<file path="src/rtl/lrgd_pkg.sv">
// shared types and constants for the regression trainer
package lrgd_pkg;

    localparam int QW = 32;
    localparam int Q_SHIFT = 16;
    localparam int CFG_IDX_W = 2;
    localparam int SUM_W = 64;

    localparam logic [CFG_IDX_W-1:0] REG_LEARNING_RATE  = 2'd0;
    localparam logic [CFG_IDX_W-1:0] REG_PASS_COUNT     = 2'd1;
    localparam logic [CFG_IDX_W-1:0] REG_INITIAL_WEIGHT = 2'd2;
    localparam logic [CFG_IDX_W-1:0] REG_INITIAL_BIAS   = 2'd3;

    localparam logic signed [QW-1:0] S32_MAX = 32'sh7fffffff;
    localparam logic signed [QW-1:0] S32_MIN = 32'sh80000000;

    // datapath operations issued by the controller
    typedef enum logic [3:0] {
        OP_NONE,
        OP_LOAD_INIT,
        OP_CLEAR_SUMS,
        OP_READ,
        OP_PRED,
        OP_ERR,
        OP_GRAD,
        OP_ACCUM,
        OP_DIV_START,
        OP_DIV_STEP,
        OP_SCALE,
        OP_UPDATE
    } dp_op_t;

    typedef struct packed {
        dp_op_t      op;
        logic [10:0] addr;
    } dp_cmd_t;

    typedef struct packed {
        logic div_done;
    } dp_status_t;

    typedef struct packed {
        logic signed [QW-1:0] x_value;
        logic signed [QW-1:0] y_value;
        logic                 last_sample;
    } sample_t;

    typedef struct packed {
        logic signed [QW-1:0] weight;
        logic signed [QW-1:0] bias;
        logic                 samples_dropped;
    } result_t;

    typedef struct packed {
        logic [CFG_IDX_W-1:0] index;
        logic [QW-1:0]        data;
    } cfg_req_t;

    function automatic logic signed [QW-1:0] sat32(input logic signed [SUM_W:0] v);
        logic signed [QW-1:0] r;
        if (v > $signed({{(SUM_W-QW+1){1'b0}}, S32_MAX}))
            r = S32_MAX;
        else if (v < $signed({{(SUM_W-QW+1){1'b1}}, S32_MIN}))
            r = S32_MIN;
        else
            r = v[QW-1:0];
        return r;
    endfunction

endpackage

</file>
<file path="src/rtl/lrgd_ctrl.sv">
// controller: load, pass loop, per-sample sequence, output
module lrgd_ctrl #(
    parameter int MAX_SAMPLES = 64,
    parameter int AW = 6,
    parameter int CW = 7
) (
    input  logic                 clk,
    input  logic                 rst_n,
    input  logic                 in_valid,
    input  logic                 in_last,
    output logic                 in_ready,
    output logic                 wr_en,
    output logic [AW-1:0]        wr_addr,
    output logic [CW-1:0]        count,
    output logic                 overflow,
    input  logic [15:0]          pass_count,
    output lrgd_pkg::dp_cmd_t    cmd,
    input  lrgd_pkg::dp_status_t status,
    output logic                 out_valid,
    input  logic                 out_ready
);
    import lrgd_pkg::*;

    localparam logic [3:0] S_LOAD  = 4'd0;
    localparam logic [3:0] S_INIT  = 4'd1;
    localparam logic [3:0] S_CLR   = 4'd2;
    localparam logic [3:0] S_READ  = 4'd3;
    localparam logic [3:0] S_PRED  = 4'd4;
    localparam logic [3:0] S_ERR   = 4'd5;
    localparam logic [3:0] S_GRAD  = 4'd6;
    localparam logic [3:0] S_ACC   = 4'd7;
    localparam logic [3:0] S_DIVS  = 4'd8;
    localparam logic [3:0] S_DIV   = 4'd9;
    localparam logic [3:0] S_SCALE = 4'd10;
    localparam logic [3:0] S_UPD   = 4'd11;
    localparam logic [3:0] S_OUT   = 4'd12;

    logic [3:0]    state_reg, state_next;
    logic [CW-1:0] cnt_reg, cnt_next;
    logic          ovf_reg, ovf_next;
    logic [CW-1:0] idx_reg, idx_next;
    logic [15:0]   pass_reg, pass_next;
    logic          sel_reg, sel_next;
    logic          full;
    logic          take;

    assign full = (cnt_reg == CW'(MAX_SAMPLES));
    assign in_ready = (state_reg == S_LOAD);
    assign take = in_valid && in_ready;
    assign wr_en = take && !full;
    assign wr_addr = cnt_reg[AW-1:0];
    assign count = cnt_reg;
    assign overflow = ovf_reg;
    assign out_valid = (state_reg == S_OUT);

    always_ff @(posedge clk or negedge rst_n)
    begin
        if (!rst_n)
        begin
            state_reg <= S_LOAD;
            cnt_reg   <= '0;
            ovf_reg   <= 1'b0;
            idx_reg   <= '0;
            pass_reg  <= '0;
            sel_reg   <= 1'b0;
        end
        else
        begin
            state_reg <= state_next;
            cnt_reg   <= cnt_next;
            ovf_reg   <= ovf_next;
            idx_reg   <= idx_next;
            pass_reg  <= pass_next;
            sel_reg   <= sel_next;
        end
    end

    // next state and command decode
    always_comb
    begin
        state_next = state_reg;
        cnt_next   = cnt_reg;
        ovf_next   = ovf_reg;
        idx_next   = idx_reg;
        pass_next  = pass_reg;
        sel_next   = sel_reg;
        cmd.op     = OP_NONE;
        cmd.addr   = 11'(idx_reg);
        unique case (state_reg)
            S_LOAD:
            begin
                if (take)
                begin
                    if (full)
                        ovf_next = 1'b1;
                    else
                        cnt_next = cnt_reg + CW'(1);
                    if (in_last)
                        state_next = S_INIT;
                end
            end
            S_INIT:
            begin
                cmd.op = OP_LOAD_INIT;
                pass_next = pass_count;
                state_next = (pass_count == 16'd0 || cnt_reg == '0) ? S_OUT : S_CLR;
            end
            S_CLR:
            begin
                cmd.op = OP_CLEAR_SUMS;
                idx_next = '0;
                state_next = S_READ;
            end
            S_READ:
            begin
                cmd.op = OP_READ;
                state_next = S_PRED;
            end
            S_PRED:  begin cmd.op = OP_PRED; state_next = S_ERR; end
            S_ERR:   begin cmd.op = OP_ERR;  state_next = S_GRAD; end
            S_GRAD:  begin cmd.op = OP_GRAD; state_next = S_ACC; end
            S_ACC:
            begin
                cmd.op = OP_ACCUM;
                idx_next = idx_reg + CW'(1);
                sel_next = 1'b0;
                state_next = (idx_reg + CW'(1) == cnt_reg) ? S_DIVS : S_READ;
            end
            S_DIVS:
            begin
                cmd.op = OP_DIV_START;
                cmd.addr = 11'(sel_reg);
                state_next = S_DIV;
            end
            S_DIV:
            begin
                cmd.op = OP_DIV_STEP;
                if (status.div_done)
                    state_next = S_SCALE;
            end
            S_SCALE: begin cmd.op = OP_SCALE; state_next = S_UPD; end
            S_UPD:
            begin
                cmd.op = OP_UPDATE;
                if (!sel_reg)
                begin
                    sel_next = 1'b1;
                    state_next = S_DIVS;
                end
                else
                begin
                    pass_next = pass_reg - 16'd1;
                    state_next = (pass_reg == 16'd1) ? S_OUT : S_CLR;
                end
            end
            S_OUT:
            begin
                if (out_ready)
                begin
                    cnt_next = '0;
                    ovf_next = 1'b0;
                    state_next = S_LOAD;
                end
            end
            default: state_next = S_LOAD;
        endcase
    end
endmodule

</file>
<file path="config.mk">
export PLATFORM = sky130hd
export DESIGN_NAME = lrgd_ctrl
export DESIGN_NICKNAME = d
export VERILOG_FILES = /design/src/rtl/lrgd_pkg.sv /design/src/rtl/lrgd_ctrl.sv
export SDC_FILE = /design/constraint.sdc
export NUM_CORES = 1
export LEC_CHECK = 0
export ABC_CLOCK_PERIOD_IN_PS = 2600
export BUFFER_PORTS_ARGS = -buffer_cell sky130_fd_sc_hd__buf_2
export CORE_ASPECT_RATIO = 0.5
export CORE_MARGIN = 2
export CORE_UTILIZATION = 25
export CTS_BUF_LIST = sky130_fd_sc_hd__clkbuf_16
export CTS_CLUSTER_DIAMETER = 60
export DETAILED_ROUTE_END_ITERATION = 6
export SLEW_MARGIN = 30
export SYNTH_ARGS = -nofsm -noshare
export SYNTH_HDL_FRONTEND = slang
export SYNTH_SLANG_ARGS = --single-unit
</file>
<file path="constraint.sdc">
create_clock -name clk -period 2.6 [get_ports clk]
set_input_delay 0.39 -clock clk [delete_from_list [all_inputs] [get_ports clk]]
set_output_delay 0.39 -clock clk [all_outputs]
set_load 0.02 [all_outputs]
</file>
**Word level (Yosys, flattened, before mapping)**

Cells that the tools add are included.

- Bitwise logic cells: 0
- Add/subtract/negate cells: 3
- Reductions and logical operators: 15
- Multiplexer cells: 23
- $lt $le $gt $ge: 0
- Eq/ne operators: 22
- Multipliers: 0
- Shift operators: 0
- Div/mod/pow operators: 0

Operator list:

| kind | number |
|---|---|
| $pmux 4 s13 | 1 |
| $pmux 4 s11 | 1 |
| $mux 4 | 8 |
| $pmux 16 s2 | 1 |
| $mux 7 | 4 |
| $pmux 7 s2 | 2 |
| $eq 4x4->1 const B | 5 |
| $eq 16x1->1 const B | 1 |
| $eq 4x3->1 const B | 4 |
| $logic_not 16->1 | 1 |
| $mux 16 | 1 |
| $sub 16x1->16 const B | 1 |
| $add 7x1->7 const B | 2 |
| $reduce_and 4->1 | 3 |
| $eq 4x2->1 const B | 2 |
| $ne 2x2->1 const B | 4 |
| $reduce_bool 2->1 | 4 |
| $eq 7x7->1 | 1 |
| $eq 7x7->1 const B | 1 |
| $logic_not 7->1 | 1 |
| $ne 2x1->1 const B | 3 |
| $eq 4x1->1 const B | 1 |
| $logic_not 4->1 | 1 |
| $pmux 1 s2 | 2 |
| other kinds (5) | 8 |

- Word-level logic and storage cells: 69
- Output and inout bits: 32
- Input bits: 22
- Flip-flop bits (word level): 36
- Bits in read-only memories: 0
- Bits in latches: 0
- Memories: 0
- RAM bits: 0

**Logic depth before layout (Yosys ltp)**

- Depth in word-level cells: 4
- Mapped depth: 8
- Gate-level depth less buffers: 7

**Worst setup path after synthesis**

Ideal clock, no wire load.

- Path kind: register to register
- Start: reg state_reg[3]
- End: reg cnt_reg[4] (netlist: count[4])
- Period minus slack after synthesis: 2.460 ns
- Data required time: 2.522 ns
- Setup slack: 0.140 ns
- Setup time: 0.078 ns
- Path buffers: 1
- Stages on the path, launching flop included: 9
- Arrival time: 2.382 ns
- Cells stage by stage: dfrtp_1 inv_1 ha_1 or3b_1 buf_6 a311oi_4 o21ai_2 or3_1 a21oi_1

- Cells in the longest elaborated chain, start to end: 4
- Elaborated cells on any way between the ends: 9
- Classes of those cells: 4 x eq/ne; 1 x mux; 4 x reduce/logical

RTL lines:

| item | RTL line | text |
|---|---|---|
| from (decl) | lrgd_ctrl.sv:38 | `logic [3:0] state_reg, state_next;` |
| from (signal assigned) | lrgd_ctrl.sv:69 | `state_reg <= state_next;` |
| $logic_not 4->1 | lrgd_ctrl.sv:48, lrgd_ctrl.sv:89 |  |
| $logic_and 1x1->1 | lrgd_ctrl.sv:49 | `assign take = in_valid && in_ready;` |
| $ne 2x1->1 (no line) | n/a |  |
| $reduce_and 4->1 (no line) | n/a |  |
| to (signal assigned) | lrgd_ctrl.sv:70 | `cnt_reg <= cnt_next;` |
| to (decl) | lrgd_ctrl.sv:39 | `logic [CW-1:0] cnt_reg, cnt_next;` |

Several ways; a longest one is shown, not always the timed one.
A chain may end at the register's enable or synchronous reset.

**Worst setup path in the final report**

- Start: reg state_reg[2]
- End: out wr_en

- Cells in the longest elaborated chain, start to end: 3

RTL lines:

| item | RTL line | text |
|---|---|---|
| $logic_not 4->1 | lrgd_ctrl.sv:48 | `assign in_ready = (state_reg == S_LOAD);` |
| $logic_and 1x1->1 | lrgd_ctrl.sv:49 |  |
| $logic_and 1x1->1 | lrgd_ctrl.sv:50 | `assign wr_en = take && !full;` |
| to (decl) | lrgd_ctrl.sv:12 | `output logic wr_en,` |

Every way passes these cells.

==> summary.md <==
| Metric | Value |
|---|---|
| Register Area | `901 sq um` |
| Antenna-violating nets left | `0` |
| Die Ht | `78.0 um` |
| Clock latency on the worst-skew pair | `0.28 ns` |
| Leakage power | `0.00145 uW` |
| Critical Path RT | `2.21 ns` |
| Post-synth EDFFs | `0` |
| Top cells by area, synth | `dfrtp_1, o21ai_0, ha_1` |
| Power per cell area | `1050 nW/um^2` |
| CTS tree | `yes` |
| Final RePlAce weighted congestion | `0.830` |
| Final hold vios | `0` |
| Clock transition at the registers of the reported paths | `0.06 ns` |
| Drt first pass iters | `5` |
| Top Ports | `54` |
| Netlist Area Pre-Place | `2740 sq um` |
| VDD IR max | `330 uV` |
| Routed wl met3 | `462 um` |
| Final HPWL DP | `5.49 mm` |
| Most common cell after layout, fill and taps aside | `buf_2` |
| Maxcap violations | `0` |
| Final core utilization | `30.9%` |
| CTS max path bufs | `2` |
| Ys async rst share | `100%` |
| Cells after synthesis | `339` |
| Worst slew pin tran | `0.709 ns` |
| Num Clock Sinks | `36` |
| ANT cells | `0` |
| Die area | `11900 sq um` |
| Worst hold margin | `0.0691 ns` |
| Synth Flop Type | `dfrtp_1` |
| Yosys top cell area share | `32.9%` |
| Remaining Overflow, GRT | `0` |
| Max FFs per register | `16` |
| Period utilisation layout | `94.4%` |
| DIE WIDTH | `152 um` |
| Worst min path class | `in -> async` |
| Post-detailed-route via-to-cell ratio | `4.97` |
| Design area | `3230 sq um` |
| Final setup viols | `0` |
| Synthesis Warnings | `0` |
| Worst Path Arrival | `2.06 ns` |
| Hold Buf Count CTS | `0` |
| Most frequent cells in the layout | `buf_2, dfrtp_1, nor2_1` |
| DR vias | `2581` |
| Sequential element share of the synthesized area | `32.9%` |
| Site Rows | `26` |
| Max-slew violations | `0` |
| Area growth from synthesis to layout | `17.9%` |
| WL met1 | `3.73 mm` |
| Gr usage total | `12.7%` |
| Mean cell area of the mapped netlist | `8.08 sq um` |
| Relative slew margins | `52.3%` |
| Wire per inst | `13.9 um` |
| Status | `finished clean` |
| Vias in the first global route | `2466` |
| Final Skew | `0.00865 ns` |
| Cell accounting for the most synthesized area | `dfrtp_1` |
| Port Buffer Count | `49` |
| Unrepaired setup endpoints after global routing | `no` |
| Residual DRC | `0` |
| Met2 wire len | `2.94 mm` |
| Crit Path Max Fanout | `7` |
| Highest routed metal layer | `met4` |
| Setup crit start kind | `register` |
| Setup TNS Final | `0 ns` |
| Largest net degree at the start of global routing | `37` |
| Antenna violations before repair | `0` |
| Global-route wire length before repair | `12.2 mm` |
| Multi-input gate area | `1640 sq um` |
| CP endpoint kind | `primary output` |
| Fraction of layout instances using a drive strength above 1 | `20.1%` |
| Initial Util | `26.2%` |
| Final nets | `411` |
| Fillcell total | `1120` |
| Synthesized flop and latch total | `36` |
| FMAX | `408 MHz` |
| Number of DRC markers in iteration 0 | `159` |
| Root Buffer | `clkbuf_16` |
| Core area | `10400 sq um` |
| Total clock buffers created by CTS | `5` |
| Routed WL | `7.19 mm` |
| WS Path Type | `reg -> out` |
| H-tree depth | `2` |
| Count of different cell masters after synthesis | `57` |
| Final min period | `2.45 ns` |
| DP Area | `3080 sq um` |
[per-stage QoR]
| step | total power, uW | worst slack, ns | std cells |
|---|---|---|---|
| 3_5_place_dp | 2830 | 0.230 | 510 |
| 3_3_place_gp | 2800 | 0.325 | 510 |
| 2_1_floorplan | 2380 | 0.140 | 342 |
| 6_report | 3410 | 0.147 | 519 |
| 4_1_cts | 3430 | 0.0440 | 518 |
| 5_1_grt | 3710 | 0.0264 | 519 |
[report_power, final]
group / total, uW / internal (uW) / switching (uW)
combinational: 1690 / 693 / 995
sequential: 1140 / 785 / 351
clock: 582 / 348 / 234
[cell usage after synthesis, types with 2 or more instances]
library cell	count
a211oi_1	2
a21oi_1	17
a22o_1	6
a22oi_1	6
a31oi_1	4
a32oi_1	2
and2_1	5
and3_1	5
and4_1	2
buf_4	10
clkbuf_1	18
dfrtp_1	36
ha_1	11
inv_1	15
nand2_1	25
nand2b_1	2
nand3_1	7
nand4_1	4
nor2_1	33
nor2b_1	8
nor3_1	16
nor4_1	10
o2111ai_1	3
o211ai_1	4
o21ai_0	28
o21ai_1	3
o21ba_2	2
o21bai_1	3
o22a_1	3
o22ai_1	2
o2bb2ai_1	2
o31ai_1	2
or2_2	3
or3_1	4
or4_1	5
xnor2_1	5
xor2_1	6
[repair_timing]
action / CTS / global route
resized for setup: 0 / 0
endpoints found under the setup margin: 0 / 1
endpoints found under the hold margin: 0 / 0
buffers inserted: 0 / 1
[area by class of cell]
cell class                      instances  area share [%]
Clock buffer                            5            3.87
Tap cell                              140            5.42
Timing Repair Buffer                   58            9.76
Clock inverter                          3           0.426
Sequential cell                        36            27.9
Inverter                               15            1.74
Multi-Input combinational cell        262            50.9
[layer usage]
layer / GRT usage, % / up-vias
met4: 2.52 / 0
met1: 17.6 / 1191
li1: - / 1306
met2: 19.6 / 78
met5: 0 / -
met3: 3.92 / 6
[critical path, stage by stage, from the launching register on]
cell and delay, ns:
dfrtp_1 0.43, inv_1 0.13, ha_1 0.17, or3b_1 0.48, a311oi_4 0.33, buf_2 0.24
[final timing paths]
check,from,to,slack (ns),depth (start not counted)
min,rst_n,pass_reg[11],0.07,1
max,state_reg[2],wr_en,0.15,5
min reg2reg,pass_reg[6],pass_reg[6],0.53,2
min in group clk,pass_count[0],pass_reg[0],0.39,3
max in group asynchronous,rst_n,count[5],2.17,1
max reg2reg,state_reg[2],count[4],0.31,7
[cells by family after synthesis]
kind of cell    Yosys count  synth area share [%]
xor+xnor                 11                  3.52
fa+ha+maj                11                  5.02
mux                       2                 0.776
compound gates           98                  24.1
other cells               1                 0.137
buf+inv                  44                  7.67
simple gates            136                  25.9
flops                    36                  32.9
(Power assumes the default switching activity.)
